## config.mk

```make
export PLATFORM = sky130hd
export DESIGN_NAME = fifo_thread_scheduler_with_sleep_list_flat
export DESIGN_NICKNAME = d
export VERILOG_FILES = /design/src/hdl/fts_pkg.sv /design/src/hdl/fts_ifs.sv /design/src/hdl/fts_div.sv /design/src/hdl/fts_core.sv /design/src/hdl/fifo_thread_scheduler_with_sleep_list.sv /design/src/flat_wrapper.sv
export SDC_FILE = /design/constraint.sdc
export NUM_CORES = 2
export LEC_CHECK = 0
export BUFFER_PORTS_ARGS = -buffer_cell sky130_fd_sc_hd__buf_2
export CORE_UTILIZATION = 62
export CTS_BUF_LIST = sky130_fd_sc_hd__clkbuf_4
export DETAILED_ROUTE_END_ITERATION = 6
export PLACE_DENSITY = 0.79
export SYNTH_ARGS = -nofsm -noshare
export SYNTH_HDL_FRONTEND = slang
export SYNTH_SLANG_ARGS = --single-unit
export TNS_END_PERCENT = 100
```

## constraint.sdc

```tcl
create_clock -name clock -period 11.7 [get_ports clock]
set_input_delay 2.34 -clock clock [delete_from_list [all_inputs] [get_ports clock]]
set_output_delay 2.34 -clock clock [all_outputs]
set_load 0.05 [all_outputs]
```

## src/hdl/fts_pkg.sv

```systemverilog
package fts_pkg;

   localparam int DEF_MAX_THREADS = 16;

   localparam int CMD_W    = 3;
   localparam int NOW_W    = 64;
   localparam int AMOUNT_W = 32;
   localparam int TGT_W    = 4;
   localparam int SLOTF_W  = 4;
   localparam int ID_W     = 32;
   localparam int WOKEN_W  = 5;
   localparam int STATUS_W = 2;
   localparam int RATE_W   = 20;

   localparam int PROD_W   = AMOUNT_W + RATE_W;
   localparam int MS_PER_S = 1000;
   localparam int REM_W    = $clog2(MS_PER_S);
   localparam int CNT_W    = $clog2(PROD_W + 1);

   // divide by 1000 in 13-bit digits, each digit through a reciprocal multiply
   localparam int DIG_W     = 13;
   localparam int DIV_STEPS = PROD_W / DIG_W;
   localparam int V_W       = REM_W + DIG_W;
   localparam int RCP_SH    = 33;
   localparam int RCP_W     = 24;
   // 2^33 / 1000 rounded up, exact for partial dividends below 2^23
   localparam logic [RCP_W-1:0] RCP_MUL = RCP_W'(8589935);

   localparam logic [RATE_W-1:0] TICK_RATE_RESET = RATE_W'(1000);

   typedef enum logic [CMD_W-1:0] {
      CMD_CREATE   = 3'd0,
      CMD_SCHED    = 3'd1,
      CMD_SLEEP_MS = 3'd2,
      CMD_SLEEP_S  = 3'd3,
      CMD_KILL     = 3'd4,
      CMD_EXIT     = 3'd5
   } cmd_type;

   typedef enum logic [STATUS_W-1:0] {
      STAT_OK       = 2'd0,
      STAT_FULL     = 2'd1,
      STAT_BAD_SLOT = 2'd2,
      STAT_NOOP     = 2'd3
   } status_type;

   typedef enum logic [1:0] {
      SS_FREE    = 2'd0,
      SS_READY   = 2'd1,
      SS_RUNNING = 2'd2,
      SS_SLEEP   = 2'd3
   } slot_state_type;

   typedef struct packed {
      logic                start;
      logic                is_ms;
      logic [AMOUNT_W-1:0] amount;
   } div_req_type;

   typedef struct packed {
      logic              done;
      logic [PROD_W-1:0] delay;
   } div_rsp_type;

endpackage

```

## src/hdl/fts_ifs.sv

```systemverilog
interface fts_req_if;
   import fts_pkg::*;
   logic                valid;
   logic                ready;
   logic [CMD_W-1:0]    cmd;
   logic [NOW_W-1:0]    now_ticks;
   logic [AMOUNT_W-1:0] amount;
   logic [TGT_W-1:0]    target_slot;

   modport source (output valid, output cmd, output now_ticks, output amount,
                   output target_slot, input ready);
   modport sink (input valid, input cmd, input now_ticks, input amount,
                 input target_slot, output ready);
endinterface

interface fts_rsp_if;
   import fts_pkg::*;
   logic                valid;
   logic                ready;
   logic [STATUS_W-1:0] status;
   logic [SLOTF_W-1:0]  running_slot;
   logic                switched;
   logic [SLOTF_W-1:0]  new_slot;
   logic [ID_W-1:0]     new_id;
   logic [WOKEN_W-1:0]  woken_count;

   modport source (output valid, output status, output running_slot, output switched,
                   output new_slot, output new_id, output woken_count, input ready);
   modport sink (input valid, input status, input running_slot, input switched,
                 input new_slot, input new_id, input woken_count, output ready);
endinterface

interface fts_csr_if;
   import fts_pkg::*;
   logic              valid;
   logic              ready;
   logic [RATE_W-1:0] data;

   modport source (output valid, output data, input ready);
   modport sink (input valid, input data, output ready);
endinterface

```

## src/hdl/fts_div.sv

```systemverilog
module fts_div (
   input  logic                      clock,
   input  logic                      reset,
   input  logic [fts_pkg::RATE_W-1:0] rate,
   input  fts_pkg::div_req_type       dreq,
   output fts_pkg::div_rsp_type       drsp
);
   import fts_pkg::*;

   typedef enum logic [1:0] {D_IDLE, D_MUL, D_DIV} dstate_type;

   dstate_type             state_ff;
   logic [AMOUNT_W-1:0]    amt_ff;
   logic                   ms_ff;
   logic [PROD_W-1:0]      acc_ff;
   logic [REM_W-1:0]       rem_ff;
   logic [CNT_W-1:0]       cnt_ff;
   logic                   done_ff;
   logic                   ph_ff;
   logic [DIG_W-1:0]       qd_ff;
   logic [V_W-1:0]         dv;
   logic [RCP_W+V_W-1:0]   qprod;

   assign dv    = {rem_ff, acc_ff[PROD_W-1 -: DIG_W]};
   assign qprod = (RCP_W+V_W)'(dv) * (RCP_W+V_W)'(RCP_MUL);

   always_ff @(posedge clock) begin
      if (reset) begin
         state_ff <= D_IDLE;
         done_ff  <= 1'b0;
         amt_ff   <= '0;
         ms_ff    <= 1'b0;
         acc_ff   <= '0;
         rem_ff   <= '0;
         cnt_ff   <= '0;
         ph_ff    <= 1'b0;
         qd_ff    <= '0;
      end else begin
         done_ff <= 1'b0;
         case (state_ff)
            D_IDLE: begin
               if (dreq.start) begin
                  amt_ff   <= dreq.amount;
                  ms_ff    <= dreq.is_ms;
                  state_ff <= D_MUL;
               end
            end
            D_MUL: begin
               // product of duration and tick rate
               acc_ff <= PROD_W'(amt_ff) * PROD_W'(rate);
               rem_ff <= '0;
               ph_ff  <= 1'b0;
               cnt_ff <= CNT_W'(DIV_STEPS);
               if (ms_ff) begin
                  state_ff <= D_DIV;
               end else begin
                  done_ff  <= 1'b1;
                  state_ff <= D_IDLE;
               end
            end
            D_DIV: begin
               // each quotient digit takes two phases: estimate, then remainder
               if (!ph_ff) begin
                  qd_ff <= qprod[RCP_SH +: DIG_W];
                  ph_ff <= 1'b1;
               end else begin
                  rem_ff <= REM_W'(dv - V_W'(qd_ff) * V_W'(MS_PER_S));
                  acc_ff <= {acc_ff[PROD_W-DIG_W-1:0], qd_ff};
                  ph_ff  <= 1'b0;
                  cnt_ff <= cnt_ff - CNT_W'(1);
                  if (cnt_ff == CNT_W'(1)) begin
                     done_ff  <= 1'b1;
                     state_ff <= D_IDLE;
                  end
               end
            end
            default: state_ff <= D_IDLE;
         endcase
      end
   end

   assign drsp.done  = done_ff;
   assign drsp.delay = acc_ff;

endmodule

```

## src/hdl/fts_core.sv

```systemverilog
module fts_core #(
   parameter int MAX_THREADS = fts_pkg::DEF_MAX_THREADS
) (
   input  logic                 clock,
   input  logic                 reset,
   fts_req_if.sink              req,
   fts_rsp_if.source            rsp,
   output fts_pkg::div_req_type dreq,
   input  fts_pkg::div_rsp_type drsp
);
   import fts_pkg::*;

   localparam int SW = (MAX_THREADS > 1) ? $clog2(MAX_THREADS) : 1;
   localparam int PW = $clog2(MAX_THREADS + 1);
   localparam logic [PW-1:0] NONE = PW'(MAX_THREADS);
   localparam logic [SW-1:0] LAST = SW'(MAX_THREADS - 1);

   typedef enum logic [4:0] {
      S_IDLE, S_SCAN, S_SCH0, S_SCH1, S_SWK0, S_SWK1, S_SWK2, S_DSP0, S_DSP1,
      S_SLPCHK, S_SLPDIV, S_KCHK, S_RM0, S_RM1, S_KFREE, S_PSH1, S_PSH2, S_OUT
   } state_type;

   // storage
   slot_state_type    st_mem [MAX_THREADS];
   logic              st_vld_ff [MAX_THREADS];
   logic [PW-1:0]     link_mem [MAX_THREADS];
   logic [NOW_W-1:0]  wake_mem [MAX_THREADS];
   slot_state_type    st_q;
   logic [PW-1:0]     link_q;
   logic [NOW_W-1:0]  wake_q;

   // control state
   state_type           state_ff, state_in, ret_ff, ret_in;
   logic [PW-1:0]       rhead_ff, rhead_in, rtail_ff, rtail_in;
   logic [PW-1:0]       shead_ff, shead_in, stail_ff, stail_in;
   logic [SW-1:0]       cur_ff, cur_in, old_ff, old_in;
   logic [ID_W-1:0]     idc_ff, idc_in;
   logic [CMD_W-1:0]    cmd_ff, cmd_in;
   logic [NOW_W-1:0]    now_ff, now_in;
   logic [AMOUNT_W-1:0] amt_ff, amt_in;
   logic [SW-1:0]       tgt_ff, tgt_in, sc_ff, sc_in, ps_ff, ps_in;
   logic                tbad_ff, tbad_in, psl_ff, psl_in, rl_ff, rl_in;
   logic [PW-1:0]       cs_ff, cs_in, prev_ff, prev_in, nxt_ff, nxt_in;
   logic [PW-1:0]       guard_ff, guard_in, woken_ff, woken_in;
   status_type          status_ff, status_in;
   logic [SLOTF_W-1:0]  nslot_ff, nslot_in;
   logic [ID_W-1:0]     nid_ff, nid_in;

   // memory ports
   logic              st_we, lk_we, wk_we;
   logic [SW-1:0]     st_wa, lk_wa, rd_addr;
   slot_state_type    st_wd;
   logic [PW-1:0]     lk_wd;
   logic [NOW_W:0]    wsum;
   logic [NOW_W-1:0]  wt;

   assign wsum = {1'b0, now_ff} + (NOW_W+1)'(drsp.delay);
   assign wt   = wsum[NOW_W] ? {NOW_W{1'b1}} : wsum[NOW_W-1:0];

   always_comb begin
      state_in  = state_ff;  ret_in   = ret_ff;
      rhead_in  = rhead_ff;  rtail_in = rtail_ff;
      shead_in  = shead_ff;  stail_in = stail_ff;
      cur_in    = cur_ff;    old_in   = old_ff;   idc_in = idc_ff;
      cmd_in    = cmd_ff;    now_in   = now_ff;   amt_in = amt_ff;
      tgt_in    = tgt_ff;    sc_in    = sc_ff;    ps_in  = ps_ff;
      tbad_in   = tbad_ff;   psl_in   = psl_ff;   rl_in  = rl_ff;
      cs_in     = cs_ff;     prev_in  = prev_ff;  nxt_in = nxt_ff;
      guard_in  = guard_ff;  woken_in = woken_ff;
      status_in = status_ff; nslot_in = nslot_ff; nid_in = nid_ff;
      st_we = 1'b0; st_wa = cur_ff; st_wd = SS_FREE;
      lk_we = 1'b0; lk_wa = '0;     lk_wd = NONE;
      wk_we = 1'b0;
      rd_addr = '0;
      dreq.start  = 1'b0;
      dreq.is_ms  = (cmd_type'(cmd_ff) == CMD_SLEEP_MS);
      dreq.amount = amt_ff;

      case (state_ff)
         S_IDLE: begin
            if (req.valid) begin
               cmd_in    = req.cmd;
               now_in    = req.now_ticks;
               amt_in    = req.amount;
               old_in    = cur_ff;
               woken_in  = '0;
               nslot_in  = '0;
               nid_in    = '0;
               status_in = STAT_OK;
               case (cmd_type'(req.cmd))
                  CMD_CREATE: begin
                     sc_in    = '0;
                     rd_addr  = '0;
                     state_in = S_SCAN;
                  end
                  CMD_SCHED: state_in = S_SCH0;
                  CMD_SLEEP_MS, CMD_SLEEP_S: begin
                     rd_addr  = cur_ff;
                     state_in = S_SLPCHK;
                  end
                  CMD_KILL: begin
                     tgt_in   = SW'(req.target_slot);
                     tbad_in  = (32'(req.target_slot) >= MAX_THREADS);
                     rd_addr  = SW'(req.target_slot);
                     state_in = S_KCHK;
                  end
                  CMD_EXIT: begin
                     tgt_in   = cur_ff;
                     tbad_in  = 1'b0;
                     rd_addr  = cur_ff;
                     state_in = S_KCHK;
                  end
                  default: begin
                     status_in = STAT_NOOP;
                     state_in  = S_OUT;
                  end
               endcase
            end
         end
         // lowest free slot, one slot per cycle
         S_SCAN: begin
            if (st_q == SS_FREE) begin
               st_we    = 1'b1;
               st_wa    = sc_ff;
               st_wd    = SS_READY;
               nslot_in = SLOTF_W'(sc_ff);
               nid_in   = idc_ff;
               idc_in   = idc_ff + ID_W'(1);
               ps_in    = sc_ff;
               psl_in   = 1'b0;
               ret_in   = S_OUT;
               state_in = S_PSH1;
            end else if (sc_ff == LAST) begin
               status_in = STAT_FULL;
               state_in  = S_OUT;
            end else begin
               sc_in   = sc_ff + SW'(1);
               rd_addr = sc_ff + SW'(1);
            end
         end
         S_SCH0: begin
            rd_addr  = cur_ff;
            cs_in    = shead_ff;
            prev_in  = NONE;
            guard_in = '0;
            state_in = S_SCH1;
         end
         S_SCH1: begin
            if (st_q == SS_RUNNING) begin
               st_we    = 1'b1;
               st_wa    = cur_ff;
               st_wd    = SS_READY;
               ps_in    = cur_ff;
               psl_in   = 1'b0;
               ret_in   = S_SWK0;
               state_in = S_PSH1;
            end else begin
               state_in = S_SWK0;
            end
         end
         // sleep list walk
         S_SWK0: begin
            if (cs_ff == NONE || guard_ff == PW'(MAX_THREADS)) begin
               state_in = S_DSP0;
            end else begin
               rd_addr  = SW'(cs_ff);
               state_in = S_SWK1;
            end
         end
         S_SWK1: begin
            nxt_in = link_q;
            if (now_ff >= wake_q) begin
               if (prev_ff == NONE) begin
                  shead_in = link_q;
               end else begin
                  lk_we = 1'b1;
                  lk_wa = SW'(prev_ff);
                  lk_wd = link_q;
               end
               if (stail_ff == cs_ff) begin
                  stail_in = prev_ff;
               end
               st_we    = 1'b1;
               st_wa    = SW'(cs_ff);
               st_wd    = SS_READY;
               woken_in = woken_ff + PW'(1);
               ps_in    = SW'(cs_ff);
               psl_in   = 1'b0;
               ret_in   = S_SWK2;
               state_in = S_PSH1;
            end else begin
               prev_in  = cs_ff;
               cs_in    = link_q;
               guard_in = guard_ff + PW'(1);
               state_in = S_SWK0;
            end
         end
         S_SWK2: begin
            cs_in    = nxt_ff;
            guard_in = guard_ff + PW'(1);
            state_in = S_SWK0;
         end
         S_DSP0: begin
            if (rhead_ff == NONE) begin
               state_in = S_OUT;
            end else begin
               rd_addr  = SW'(rhead_ff);
               state_in = S_DSP1;
            end
         end
         S_DSP1: begin
            if (link_q == NONE) begin
               rhead_in = NONE;
               rtail_in = NONE;
            end else begin
               rhead_in = link_q;
            end
            lk_we    = 1'b1;
            lk_wa    = SW'(rhead_ff);
            lk_wd    = NONE;
            st_we    = 1'b1;
            st_wa    = SW'(rhead_ff);
            st_wd    = SS_RUNNING;
            cur_in   = SW'(rhead_ff);
            state_in = S_OUT;
         end
         S_SLPCHK: begin
            if (amt_ff == '0 || st_q != SS_RUNNING) begin
               status_in = STAT_NOOP;
               state_in  = S_OUT;
            end else begin
               dreq.start = 1'b1;
               state_in   = S_SLPDIV;
            end
         end
         S_SLPDIV: begin
            if (drsp.done) begin
               wk_we    = 1'b1;
               st_we    = 1'b1;
               st_wa    = cur_ff;
               st_wd    = SS_SLEEP;
               ps_in    = cur_ff;
               psl_in   = 1'b1;
               ret_in   = S_SCH0;
               state_in = S_PSH1;
            end
         end
         S_KCHK: begin
            prev_in  = NONE;
            guard_in = '0;
            if (tbad_ff || st_q == SS_FREE) begin
               status_in = STAT_BAD_SLOT;
               state_in  = S_OUT;
            end else if (st_q == SS_SLEEP) begin
               rl_in    = 1'b1;
               cs_in    = shead_ff;
               state_in = S_RM0;
            end else if (st_q == SS_READY) begin
               rl_in    = 1'b0;
               cs_in    = rhead_ff;
               state_in = S_RM0;
            end else begin
               state_in = S_KFREE;
            end
         end
         // unlink walk
         S_RM0: begin
            if (cs_ff == NONE || guard_ff == PW'(MAX_THREADS)) begin
               state_in = S_KFREE;
            end else begin
               rd_addr  = SW'(cs_ff);
               state_in = S_RM1;
            end
         end
         S_RM1: begin
            if (cs_ff == PW'(tgt_ff)) begin
               if (prev_ff == NONE) begin
                  if (rl_ff) shead_in = link_q;
                  else       rhead_in = link_q;
               end else begin
                  lk_we = 1'b1;
                  lk_wa = SW'(prev_ff);
                  lk_wd = link_q;
               end
               if (rl_ff && stail_ff == PW'(tgt_ff))  stail_in = prev_ff;
               if (!rl_ff && rtail_ff == PW'(tgt_ff)) rtail_in = prev_ff;
               state_in = S_KFREE;
            end else begin
               prev_in  = cs_ff;
               cs_in    = link_q;
               guard_in = guard_ff + PW'(1);
               state_in = S_RM0;
            end
         end
         S_KFREE: begin
            st_we = 1'b1;
            st_wa = tgt_ff;
            st_wd = SS_FREE;
            if (tgt_ff == cur_ff) state_in = S_SCH0;
            else                  state_in = S_OUT;
         end
         // list append
         S_PSH1: begin
            lk_we = 1'b1;
            lk_wa = ps_ff;
            lk_wd = NONE;
            if (psl_ff) begin
               if (shead_ff == NONE || stail_ff == NONE) begin
                  shead_in = PW'(ps_ff);
                  stail_in = PW'(ps_ff);
                  state_in = ret_ff;
               end else begin
                  state_in = S_PSH2;
               end
            end else begin
               if (rhead_ff == NONE || rtail_ff == NONE) begin
                  rhead_in = PW'(ps_ff);
                  rtail_in = PW'(ps_ff);
                  state_in = ret_ff;
               end else begin
                  state_in = S_PSH2;
               end
            end
         end
         S_PSH2: begin
            lk_we = 1'b1;
            lk_wd = PW'(ps_ff);
            if (psl_ff) begin
               lk_wa    = SW'(stail_ff);
               stail_in = PW'(ps_ff);
            end else begin
               lk_wa    = SW'(rtail_ff);
               rtail_in = PW'(ps_ff);
            end
            state_in = ret_ff;
         end
         S_OUT: begin
            if (rsp.ready) state_in = S_IDLE;
         end
         default: state_in = S_IDLE;
      endcase
   end

   always_ff @(posedge clock) begin
      if (reset) begin
         state_ff  <= S_IDLE;  ret_ff   <= S_IDLE;
         rhead_ff  <= NONE;    rtail_ff <= NONE;
         shead_ff  <= NONE;    stail_ff <= NONE;
         cur_ff    <= '0;      old_ff   <= '0;
         idc_ff    <= ID_W'(1);
         cmd_ff    <= '0;      now_ff   <= '0;    amt_ff <= '0;
         tgt_ff    <= '0;      sc_ff    <= '0;    ps_ff  <= '0;
         tbad_ff   <= 1'b0;    psl_ff   <= 1'b0;  rl_ff  <= 1'b0;
         cs_ff     <= NONE;    prev_ff  <= NONE;  nxt_ff <= NONE;
         guard_ff  <= '0;      woken_ff <= '0;
         status_ff <= STAT_OK; nslot_ff <= '0;    nid_ff <= '0;
         for (int i = 0; i < MAX_THREADS; i++) st_vld_ff[i] <= 1'b0;
      end else begin
         state_ff  <= state_in;  ret_ff   <= ret_in;
         rhead_ff  <= rhead_in;  rtail_ff <= rtail_in;
         shead_ff  <= shead_in;  stail_ff <= stail_in;
         cur_ff    <= cur_in;    old_ff   <= old_in;
         idc_ff    <= idc_in;
         cmd_ff    <= cmd_in;    now_ff   <= now_in;   amt_ff <= amt_in;
         tgt_ff    <= tgt_in;    sc_ff    <= sc_in;    ps_ff  <= ps_in;
         tbad_ff   <= tbad_in;   psl_ff   <= psl_in;   rl_ff  <= rl_in;
         cs_ff     <= cs_in;     prev_ff  <= prev_in;  nxt_ff <= nxt_in;
         guard_ff  <= guard_in;  woken_ff <= woken_in;
         status_ff <= status_in; nslot_ff <= nslot_in; nid_ff <= nid_in;
         if (st_we) st_vld_ff[st_wa] <= 1'b1;
      end
   end

   // slot state memory, unwritten entries read as their reset state
   always_ff @(posedge clock) begin
      if (st_we) st_mem[st_wa] <= st_wd;
      if (st_vld_ff[rd_addr])    st_q <= st_mem[rd_addr];
      else if (rd_addr == '0)    st_q <= SS_RUNNING;
      else                       st_q <= SS_FREE;
   end

   always_ff @(posedge clock) begin
      if (lk_we) link_mem[lk_wa] <= lk_wd;
      link_q <= link_mem[rd_addr];
   end

   always_ff @(posedge clock) begin
      if (wk_we) wake_mem[cur_ff] <= wt;
      wake_q <= wake_mem[rd_addr];
   end

   assign req.ready        = (state_ff == S_IDLE);
   assign rsp.valid        = (state_ff == S_OUT);
   assign rsp.status       = status_ff;
   assign rsp.running_slot = SLOTF_W'(cur_ff);
   assign rsp.switched     = (cur_ff != old_ff);
   assign rsp.new_slot     = nslot_ff;
   assign rsp.new_id       = nid_ff;
   assign rsp.woken_count  = WOKEN_W'(woken_ff);

endmodule

```

## src/hdl/fifo_thread_scheduler_with_sleep_list.sv

```systemverilog
// Thread scheduler over MAX_THREADS slots with a FIFO ready list and a sleep list, both
// linked through one next-pointer memory. Commands are taken one at a time; req ready is
// low until the result transfer completes. All list and slot work runs on a sequencer:
// create scans for the lowest free slot; a schedule walks the sleep list, waking each
// sleeper whose wake time has passed, then dispatches the ready head; kill walks the
// owning list of a ready or sleeping target and schedules only if the target is running.
// Sleep in seconds runs the multiply; sleep in milliseconds also runs the divide by 1000
// done as four 13-bit reciprocal steps. The tick rate register is written through the
// csr channel, which is always ready.
module fifo_thread_scheduler_with_sleep_list #(
   parameter int MAX_THREADS = fts_pkg::DEF_MAX_THREADS
) (
   input logic       clock,
   input logic       reset,
   fts_req_if.sink   req_chan,
   fts_rsp_if.source rsp_chan,
   fts_csr_if.sink   csr_chan
);
   import fts_pkg::*;

   logic [RATE_W-1:0] tick_rate_ff;
   div_req_type       dreq;
   div_rsp_type       drsp;

   assign csr_chan.ready = 1'b1;

   always_ff @(posedge clock) begin
      if (reset) begin
         tick_rate_ff <= TICK_RATE_RESET;
      end else if (csr_chan.valid) begin
         tick_rate_ff <= csr_chan.data;
      end
   end

   fts_core #(.MAX_THREADS(MAX_THREADS)) u_core (
      .clock (clock),
      .reset (reset),
      .req   (req_chan),
      .rsp   (rsp_chan),
      .dreq  (dreq),
      .drsp  (drsp)
   );

   fts_div u_div (
      .clock (clock),
      .reset (reset),
      .rate  (tick_rate_ff),
      .dreq  (dreq),
      .drsp  (drsp)
   );

endmodule

```

## src/flat_wrapper.sv

```systemverilog
// flat-port wrapper written by rule: the top's interface ports become plain ports
module fifo_thread_scheduler_with_sleep_list_flat import fts_pkg::*;
#(
   parameter int MAX_THREADS = fts_pkg::DEF_MAX_THREADS
)
  (clock, reset, req_chan_valid, req_chan_cmd, req_chan_now_ticks, req_chan_amount, req_chan_target_slot, req_chan_ready, rsp_chan_valid, rsp_chan_status, rsp_chan_running_slot, rsp_chan_switched, rsp_chan_new_slot, rsp_chan_new_id, rsp_chan_woken_count, rsp_chan_ready, csr_chan_valid, csr_chan_data, csr_chan_ready);
  fts_req_if req_chan_i ();
  fts_rsp_if rsp_chan_i ();
  fts_csr_if csr_chan_i ();
  input logic clock;
  input logic reset;
  input wire logic [$bits(req_chan_i.valid)-1:0] req_chan_valid;
  input wire logic [$bits(req_chan_i.cmd)-1:0] req_chan_cmd;
  input wire logic [$bits(req_chan_i.now_ticks)-1:0] req_chan_now_ticks;
  input wire logic [$bits(req_chan_i.amount)-1:0] req_chan_amount;
  input wire logic [$bits(req_chan_i.target_slot)-1:0] req_chan_target_slot;
  output wire logic [$bits(req_chan_i.ready)-1:0] req_chan_ready;
  output wire logic [$bits(rsp_chan_i.valid)-1:0] rsp_chan_valid;
  output wire logic [$bits(rsp_chan_i.status)-1:0] rsp_chan_status;
  output wire logic [$bits(rsp_chan_i.running_slot)-1:0] rsp_chan_running_slot;
  output wire logic [$bits(rsp_chan_i.switched)-1:0] rsp_chan_switched;
  output wire logic [$bits(rsp_chan_i.new_slot)-1:0] rsp_chan_new_slot;
  output wire logic [$bits(rsp_chan_i.new_id)-1:0] rsp_chan_new_id;
  output wire logic [$bits(rsp_chan_i.woken_count)-1:0] rsp_chan_woken_count;
  input wire logic [$bits(rsp_chan_i.ready)-1:0] rsp_chan_ready;
  input wire logic [$bits(csr_chan_i.valid)-1:0] csr_chan_valid;
  input wire logic [$bits(csr_chan_i.data)-1:0] csr_chan_data;
  output wire logic [$bits(csr_chan_i.ready)-1:0] csr_chan_ready;
  assign req_chan_i.valid = req_chan_valid;
  assign req_chan_i.cmd = req_chan_cmd;
  assign req_chan_i.now_ticks = req_chan_now_ticks;
  assign req_chan_i.amount = req_chan_amount;
  assign req_chan_i.target_slot = req_chan_target_slot;
  assign req_chan_ready = req_chan_i.ready;
  assign rsp_chan_valid = rsp_chan_i.valid;
  assign rsp_chan_status = rsp_chan_i.status;
  assign rsp_chan_running_slot = rsp_chan_i.running_slot;
  assign rsp_chan_switched = rsp_chan_i.switched;
  assign rsp_chan_new_slot = rsp_chan_i.new_slot;
  assign rsp_chan_new_id = rsp_chan_i.new_id;
  assign rsp_chan_woken_count = rsp_chan_i.woken_count;
  assign rsp_chan_i.ready = rsp_chan_ready;
  assign csr_chan_i.valid = csr_chan_valid;
  assign csr_chan_i.data = csr_chan_data;
  assign csr_chan_ready = csr_chan_i.ready;
  fifo_thread_scheduler_with_sleep_list #(.MAX_THREADS(MAX_THREADS)) u_core (.clock(clock), .reset(reset), .req_chan(req_chan_i), .rsp_chan(rsp_chan_i), .csr_chan(csr_chan_i));
endmodule
```

==> results.yml <==
floorplanning:
  fp-row-count: 145
  start_util: 0.624
  die_h_um: 398
  pin_count: 179
  coreArea_mm2: 0.156
  die_area_mm2: 0.159
  die_w_um: 398
power_and_ir_drop:
  leakage_nw: 44.3
  vdd_ir_drop_max_mv: 0.176
  cellPowerDensity_mw_per_mm2: 154
sta:
  holdWs_ns: 0.441
  tightest_slew_ns: 1.34
  clock_skew_ns: 0.153
  rsz0062_at_grt: "false"
  final.setup.tns_ns: 0
  final-hold-violation-count: 0
  finalSetupViolCount: 0
  slew_headroom: 0.105
  final_max_slew_viol_count: 0
  period_minus_slack_ns: 8.43
  fin_crit_sh: 0.720
  max_clock_freq_mhz: 119
setup_path:
  timing.critical_path.to_type: "flop"
  crit_fanout: 33
  critical_path_class: "reg2reg"
  crit_arrival_ns: 9.64
  required_ns: 12.92
  worstSetupStartpointType: "flop"
clock_tree:
  post_cts_resized: 0
  clock_latency_ns: 1.39
  cts.sinks: 1605
  postCtsSetupBuffers: 0
  cts_made_buffers: 416
  cts_hold_buf: 0
  htree_levels: 5
  cts_tree: "done"
  clk_transition_reported_paths_ns: 0.07
  cts_root_buf: "clkbuf_4"
  cts_buffer_depth: 4
logic_synthesis:
  synth-edff-count: 1136
  netlist_instances: 9223
  syn_nets: 10600
  ys_seq_area_frac: 0.447
  synthDistinctLibCells: 104
  synth-main-ff-cell: "edfxtp_1"
  yosysWarnings: 0
  ys_seq_elements: 1605
  synthArstFlopShare: 0
  avgSynthCellArea_um2: 10.6
  synth.cell_area_mm2: 0.0974
detailed_routing:
  drc_errors: 3
  first_iter_violations: 7548
  ant_nets: 0
  wl_um: 260000
  vias: 71900
  firstDrtPassIters: 7
  vias_per_cell: 6.09
  wl_per_cell_um: 22.0
finish:
  final_cell_mix: "1510 x nand2_1, 1136 x edfxtp_1, 1008 x inv_1"
  fin_nets: 10800
  register_area_mm2: 0.0435
  fill_cells: 11600
  syn2layout_area_growth_pct: 7.97
  final_area_mm2: 0.105
  drive_gt1_frac: 0.108
  multi_input_area_mm2: 0.0480
  final_common_cell: "nand2_1"
global_route:
  antenna_found_initial: 11
  grt_first_pass_wirelength_um: 403000
  grt_max_degree: 201
  track_usage: 0.330
  grt-ovfl-total: 0
  grt_pass1_vias: 71400
placed_design:
  dpl-instance-area_mm2: 0.0997
  numPortBuffers: 177
  globalplace.congestion: 0.981
  post-dp-hpwl_um: 172000
status:
  violations: "design-rule violations"
  status: "complete, but fails checks"
worst_hold_path:
  hold_path_class: "reg2reg"
job:
  drv_cap: 0
==> critical path, stage by stage (launching register included) <==
cell	delay (ns)
dfxtp_1	1.05
and2_1	0.28
fa_1	0.45
fa_1	0.52
inv_1	0.06
fa_1	0.54
inv_1	0.07
fa_1	0.50
inv_1	0.05
fa_1	0.48
inv_1	0.06
fa_1	0.54
inv_1	0.06
fa_1	0.54
inv_1	0.05
ha_1	0.32
nand2_1	0.19
o22ai_1	0.12
a211oi_1	0.43
o22ai_1	0.27
a31oi_2	0.30
a21oi_1	0.17
nand4_1	0.12
nand2_1	0.10
o311a_1	0.39
o41ai_4	0.38
xor2_1	0.19
o22ai_1	0.10
==> cells in the mapped netlist (97+ instances only) <==
cell | number | share of area
a211oi_1 | 393 | 0.030
a21o_1 | 111 | 0.0086
a21oi_1 | 548 | 0.028
a311oi_1 | 162 | 0.015
a31oi_1 | 163 | 0.010
and2_1 | 577 | 0.037
clkbuf_1 | 411 | 0.016
dfxtp_1 | 469 | 0.096
edfxtp_1 | 1136 | 0.35
fa_1 | 696 | 0.14
ha_1 | 542 | 0.070
inv_1 | 1008 | 0.039
nand2_1 | 1512 | 0.058
nand3_1 | 100 | 0.0051
nor2_1 | 289 | 0.011
o21ai_0 | 123 | 0.0063
xnor2_1 | 97 | 0.0087
==> path summary, 6_finish.rpt <==
| kind | cells past startpoint | slack (ns) | from | to |
|---|---|---|---|---|
| max | 27 | 3.27 | u_core.tick_rate_ff[2] | u_core.u_div.acc_ff[46] |
| max reg2reg | 27 | 3.27 | u_core.tick_rate_ff[2] | u_core.u_div.acc_ff[46] |
| min reg2reg | 2 | 0.44 | u_core.u_core.amt_ff[15] | u_core.u_div.amt_ff[15] |
| min | 2 | 0.44 | u_core.u_core.amt_ff[15] | u_core.u_div.amt_ff[15] |
==> cell families after synthesis <==
logic type / after synthesis / share of synthesized area
AND/OR/NAND/NOR: 2820 / 0.134
AO/OA/AOI/OAI: 1778 / 0.123
flip-flops: 1605 / 0.447
buffers and inverters: 1559 / 0.0620
adder cells (fa/ha/maj): 1238 / 0.213
XOR/XNOR: 169 / 0.0152
multiplexers: 53 / 0.00572
other: 1 / 0.0000385
==> registers in the layout (all words and copies together) (netlist names), 6 cells and up <==
register / flops
u_core.u_core.wake_mem: 1024
u_core.u_core.link_mem: 80
u_core.u_core.now_ff: 64
u_core.u_core.wake_q: 64
u_core.u_div.acc_ff: 52
u_core.u_core.amt_ff: 32
u_core.u_core.idc_ff: 32
u_core.u_core.rsp.new_id: 32
u_core.u_core.st_mem: 32
u_core.u_div.amt_ff: 32
u_core.tick_rate_ff: 20
u_core.u_core.st_vld_ff: 16
u_core.u_div.qd_ff: 13
u_core.u_div.rem_ff: 10
u_core.u_div.cnt_ff: 6
==> power breakdown <==
group / total [mW] / internal [mW] / leakage, nW / switching (mW)
Combinational: 4.25 / 1.27 / 26.9 / 2.98
Sequential: 7.11 / 6.76 / 14.2 / 0.356
Clock: 4.87 / 2.55 / 3.18 / 2.32
==> per-stage QoR <==
| stage | power (mW) | cells | utilization | setup WS, ns |
|---|---|---|---|---|
| final | 16.2 | 11800 | 0.674 | 3.27 |
| after floorplan | 10.1 | 9223 | - | 4.47 |
| after global placement | 11.2 | 11000 | 0.639 | 3.44 |
| after detailed placement | 11.4 | 11000 | 0.639 | 3.39 |
| after global routing | 17.0 | 11800 | 0.674 | 2.93 |
| after CTS | 16.2 | 11800 | 0.673 | 3.37 |
==> metal layers <==
metal  vias to the layer above  track usage  wire length (µm)
met5                         -            0                49
met4                         8        0.153             11800
met3                       711       0.0649             25500
met2                      3675        0.519            121000
met1                     35200        0.442            101000
li1                      32200            -                 -
==> layout make-up <==
cell class              count  share of cell area
repair buffers            294              0.0177
inverters                1011              0.0361
flip-flops and latches   1605               0.414
clock inverters           137             0.00672
diodes                     17            0.000405
well taps                2058              0.0245
clock buffers             617              0.0441
multi-input cells        6059               0.457
No activity file was read; power rests on OpenSTA's default activity.
